### config.mk
export PLATFORM = sky130hd
export DESIGN_NAME = slc_front
export DESIGN_NICKNAME = d
export VERILOG_FILES = /design/src/slc_pkg.sv /design/src/slc_front.sv
export SDC_FILE = /design/constraint.sdc
export NUM_CORES = 1
export LEC_CHECK = 0
export BUFFER_PORTS_ARGS = -buffer_cell sky130_fd_sc_hd__buf_4
export CORE_MARGIN = 4
export CORE_UTILIZATION = 30
export DETAILED_ROUTE_END_ITERATION = 10
export HOLD_SLACK_MARGIN = 0.12
export SYNTH_ARGS = -nofsm -noshare
export SYNTH_HDL_FRONTEND = slang
export SYNTH_SLANG_ARGS = --single-unit
### constraint.sdc
create_clock -name clk_i -period 6.1 [get_ports clk_i]
set_input_delay 0.61 -clock clk_i [delete_from_list [all_inputs] [get_ports clk_i]]
set_output_delay 0.61 -clock clk_i [all_outputs]
set_load 0.05 [all_outputs]
### src/slc_pkg.sv
// ----------------------------------------------------------------------------
// slc_pkg - shared types and constants of the set-associative lookup block
// Geometry, field widths, configuration and outcome codes, and the structs
// passed between the front end, the back end and the top level.
// ----------------------------------------------------------------------------
`default_nettype none

package slc_pkg;

  // Geometry
  localparam int MaxSetBits = 6;
  localparam int MaxWays    = 8;
  localparam int AddrWidth  = 64;

  localparam int AddrW      = 64;
  localparam int TagWidth   = 62;
  localparam int StampWidth = 64;
  localparam int TallyWidth = 32;

  localparam int NumSets  = 1 << MaxSetBits;
  localparam int SetW     = MaxSetBits;
  localparam int SbW      = $clog2(MaxSetBits + 1);
  localparam int WayIdxW  = (MaxWays > 1) ? $clog2(MaxWays) : 1;
  localparam int WayOutW  = 3;
  localparam int OutcomeW = 2;

  localparam logic [AddrW-1:0] AddrMask =
    (AddrWidth >= AddrW) ? {AddrW{1'b1}} : ((AddrW'(1) << AddrWidth) - AddrW'(1));

  // Configuration port
  localparam int CfgSetW  = 3;
  localparam int CfgOffW  = 6;
  localparam int CfgWaysW = 4;
  localparam int CfgIdxW  = 2;
  localparam int CfgDataW = 6;

  localparam logic [CfgIdxW-1:0] CfgSetIndexBits = 2'd0;
  localparam logic [CfgIdxW-1:0] CfgOffsetBits   = 2'd1;
  localparam logic [CfgIdxW-1:0] CfgActiveWays   = 2'd2;

  // Outcome codes
  localparam logic [OutcomeW-1:0] OutHit   = 2'd0;
  localparam logic [OutcomeW-1:0] OutFill  = 2'd1;
  localparam logic [OutcomeW-1:0] OutEvict = 2'd2;

  typedef struct packed {
    logic [CfgSetW-1:0]  set_index_bits;
    logic [CfgOffW-1:0]  offset_bits;
    logic [CfgWaysW-1:0] active_ways;
  } cfg_t;

  typedef struct packed {
    logic [SetW-1:0]     set_idx;
    logic [TagWidth-1:0] tag;
  } req_t;

  typedef struct packed {
    logic [OutcomeW-1:0]   outcome;
    logic [WayOutW-1:0]    way_used;
    logic [TallyWidth-1:0] hits_total;
    logic [TallyWidth-1:0] misses_total;
    logic [TallyWidth-1:0] evictions_total;
  } res_t;

  typedef struct packed {
    logic [MaxWays-1:0]                 valid;
    logic [MaxWays-1:0][TagWidth-1:0]   tag;
    logic [MaxWays-1:0][StampWidth-1:0] stamp;
  } row_t;

endpackage

`default_nettype wire

### src/slc_front.sv
// ----------------------------------------------------------------------------
// slc_front - address split and request queue
// Splits each accepted address into set index and tag and holds the requests
// in a two-entry queue until the back end takes them.
// ----------------------------------------------------------------------------
`default_nettype none

module slc_front import slc_pkg::*; (
  input  wire logic             clk_i,
  input  wire logic             rst_ni,
  input  wire cfg_t             cfg_i,
  input  wire logic             clearing_i,
  input  wire logic             push_i,
  input  wire logic [AddrW-1:0] address_i,
  output logic                  full_o,
  output req_t                  req_o,
  output logic                  req_valid_o,
  input  wire logic             req_pop_i
);

  localparam int QDepth = 2;

  logic [AddrW-1:0]   addr_m;
  logic [AddrW-1:0]   shifted;
  logic [AddrW-1:0]   tag_full;
  logic [SbW-1:0]     sbits_eff;
  logic [SetW:0]      set_lim;
  logic [SetW-1:0]    set_mask;
  req_t               req_new;

  req_t               queue_q [QDepth];
  logic               wr_ptr_q;
  logic               rd_ptr_q;
  logic [1:0]         count_q;
  logic               push_ok;

  always_comb begin
    addr_m    = address_i & AddrMask;
    shifted   = addr_m >> cfg_i.offset_bits;
    sbits_eff = (int'(cfg_i.set_index_bits) > MaxSetBits) ? SbW'(MaxSetBits)
                                                          : SbW'(cfg_i.set_index_bits);
    set_lim   = {{SetW{1'b0}}, 1'b1} << sbits_eff;
    set_mask  = SetW'(set_lim - {{SetW{1'b0}}, 1'b1});
    tag_full  = shifted >> sbits_eff;
    req_new.set_idx = shifted[SetW-1:0] & set_mask;
    req_new.tag     = tag_full[TagWidth-1:0];
  end

  assign full_o      = clearing_i || (count_q == 2'(QDepth));
  assign push_ok     = push_i && !full_o;
  assign req_valid_o = (count_q != 2'd0);
  assign req_o       = queue_q[rd_ptr_q];

  always_ff @(posedge clk_i or negedge rst_ni) begin
    if (!rst_ni) begin
      wr_ptr_q <= 1'b0;
      rd_ptr_q <= 1'b0;
      count_q  <= 2'd0;
    end else begin
      if (push_ok) begin
        queue_q[wr_ptr_q] <= req_new;
        wr_ptr_q          <= ~wr_ptr_q;
      end
      if (req_pop_i) begin
        rd_ptr_q <= ~rd_ptr_q;
      end
      count_q <= count_q + 2'(push_ok) - 2'(req_pop_i);
    end
  end

endmodule

`default_nettype wire

==> metrics <==
outcome=finished, final reports clean; worst-path maximum fanout=38; cts bufs inserted=17; max cap viols=0; post-cts gate resize count=0; pre-CTS WS=around 1400 ps; final setup fails=0; hpwl dp=33500 um; #FFs+latches synth=140; top cell type by total area after synthesis=edfxtp_1; GRT Residual Overflow=0; Iter 0 DRT Violations=~1000; Reg clk slew, reported paths=60 ps; Top delay family on crit path=multiplexers; RD Place Congestion=0.972; Global Route Usage Sum=19.5%; DR vias/cell=6.07; synthesized cell area=12300 um^2; Syn Area/Cell=between 10 and 15 um^2; CTS tree=built; Leak Pwr=just over 5 nW; Relative slew margins=27.3%; Die Area=44300 um^2; slowest library cell on the worst path=mux4_2; Site Rows=73; clock sink total=140; RSZ-0062 raised after global routing=false; total core area=40100 um^2; first-pass GRT wire length=around 66000 um; Tot Pwr=~4.3 mW; synth top area cells=edfxtp_1, mux4_2, mux2_2, mux2i_1, nand2_1; worst skew pair latency=410 ps; Crit. End Element=register; Ports=152; CP peak stage delay=around 650 ps; post-route setup slack=1780 ps; Critical Path AT=4470 ps; WP data required=6260 ps; VDD IR max=0.000188 V; Main synth FF type=edfxtp_1; initial antenna violation count=0; minimum clock period=around 4300 ps; largest net degree at the start of global routing=71; Cells after Synth=1083; DRC Markers=0; CP Class=in2reg; WP buf/inv=2; fin nets=1246; width of the chip=210 um; vias in the first global route=9987; fmax=0.232 GHz; Async S/R FF share, synth=2.86%; setup TNS=0 ps; synth unique cells=76; Synth top area share=33.2%; skew final=8.12 ps; antenna cells=0; PD cells=approximately 300 nW/um^2; H-tree Lvls=4; CP startpoint kind=input pin; via count=between 10000 and 15000; number of synthesized flops with an enable pin=136; Warnings, synthesis=0; Starting Density=30.7%; Final Max Slew Viols=0; Seq/Total Area, Yosys=34.0%; worst slew pin tran=1090 ps; Post-DRT Antenna Nets=0; syn_nets=between 1000 and 1500; Critical Path, Cell by Cell=buf_4 -> buf_4 -> mux4_2 -> mux4_2 -> nand3_1 -> o21ai_0 -> a2111oi_4 -> a22oi_1 -> mux2_2; CTS Hold Buffers Added=1; first-pass iteration count of the detailed router=6; Root Driver=clkbuf_16; Synth-to-Final Area Change=16.3%; count of final hold-check violations=0; Wirelength per Cell=26.2 um; Routed WL=44500 um; clock buffer depth=2; Tcrit/Tclk final=70.7%; layout cells sized above 1=36.5%; Buffers on Ports=147; HP Class=in2reg; Post-CTS Setup Repair Bufs=0; Die Ht=210 um
[synth_stat cells (all sizes together), types with 4 or more instances]
library cell and instances:
clkbuf 65, a2bb2oi 6, nand2 107, o21a 7, or2 4, dfrtp 4, mux2 108, a31oi 11
a211o 7, nand3 19, o211ai 23, edfxtp 136, o32ai 6, a22oi 17, o221ai 5, a2111oi 5
a211oi 23, buf 40, a21o 5, nor2b 5, nand2b 5, mux2i 74, a22o 8, o2bb2ai 9
nand4 4, mux4 110, a21boi 4, o21ai 37, o22ai 18, nor3 17, and2 17, nor2 68
a32oi 6, inv 14, a21oi 37
[report_power, final]
part,total [mW],internal [mW],switching [mW]
combinational,2.12,0.759,1.36
sequential,1.21,1.17,0.0432
clock,0.953,0.532,0.421
total,4.28,2.46,1.83
[state kept, by name, indices dropped and copies added (netlist names)]
signal    flops
queue_q     136
rd_ptr_q      1
count_q       2
wr_ptr_q      1
[metrics by stage]
stage / cell area, um^2 / utilization (%) / hold WS, ps / std cells
global route: 14300 / 35.7 / 363 / 1700
global placement: 13700 / 34.3 / 414 / 1667
floorplan: 12300 / - / 314 / 1083
detailed placement: 13700 / 34.3 / 418 / 1667
CTS: 14300 / 35.7 / 359 / 1700
finish: 14300 / 35.7 / 376 / 1700
[kinds of logic after synthesis]
logic type      share of synthesized area [%]
compound gates                           16.0
flops                                    34.0
buf+inv                                  4.22
simple gates                             9.04
mux                                      36.2
xor+xnor                                0.285
fa+ha+maj                               0.203
[worst paths after layout]
path	startpoint	end	slack, ps	depth (start not counted)
max	cfg_i[4]	queue_q[0][5]$_DFFE_PP_	1780	9
max reg2reg	count_q[0]$_DFF_PN0_	queue_q[0][16]$_DFFE_PP_	3930	5
min in group asynchronous	rst_ni	count_q[1]$_DFF_PN0_	530	2
min reg2reg	wr_ptr_q$_DFFE_PN0P_	wr_ptr_q$_DFFE_PN0P_	540	1
max in group asynchronous	rst_ni	rd_ptr_q$_DFFE_PN0P_	5450	2
min	req_pop_i	rd_ptr_q$_DFFE_PN0P_	380	2
[metal layers]
layer  part of all wire [%]  vias up  GRT usage (%)
met4                    3.3        0           6.13
li1                       -     4540              -
met1                     45     5167           28.7
met5                      0        -              0
met3                    7.7       80           3.47
met2                     44      536           29.3
[layout by cell type, fill, tap and decap left out, types with 7 or more instances in the layout]
cell / synthesis / routed
nor3_1: 17 / 17
o2bb2ai_1: 9 / 9
a21oi_1: 37 / 37
nand3_1: 19 / 19
o21a_1: 7 / 7
mux4_2: 105 / 105
a211oi_1: 23 / 23
inv_1: 10 / 10
and2_1: 15 / 15
nand2_1: 107 / 107
o22ai_1: 18 / 18
a211o_1: 7 / 7
a22oi_1: 16 / 16
nor2_1: 68 / 68
a22o_1: 8 / 8
mux2_2: 107 / 107
clkbuf_16: 0 / 17
mux2i_1: 74 / 74
a31oi_1: 11 / 11
buf_4: 3 / 164
edfxtp_1: 136 / 136
o21ai_0: 37 / 37
o211ai_1: 23 / 23
[worst register-to-register path: cells and delay by family (launching register included)]
kind | cells | cell delay [ps]
compound gates | 1 | 210
buf+inv | 2 | 770
flops | 1 | 370
simple gates | 2 | 380
[final cells by class]
cell class | instances | area [um^2]
inverter | 16 | 60.1
sequential | 140 | 4190
multi-input combinational | 822 | 7610
timing repair buffer | 165 | 1240
clock inverter | 15 | 125
clock buffer | 17 | 425
tap | 525 | 657
fill | 4000 | 25800
Power figures use the tool's default switching activity.
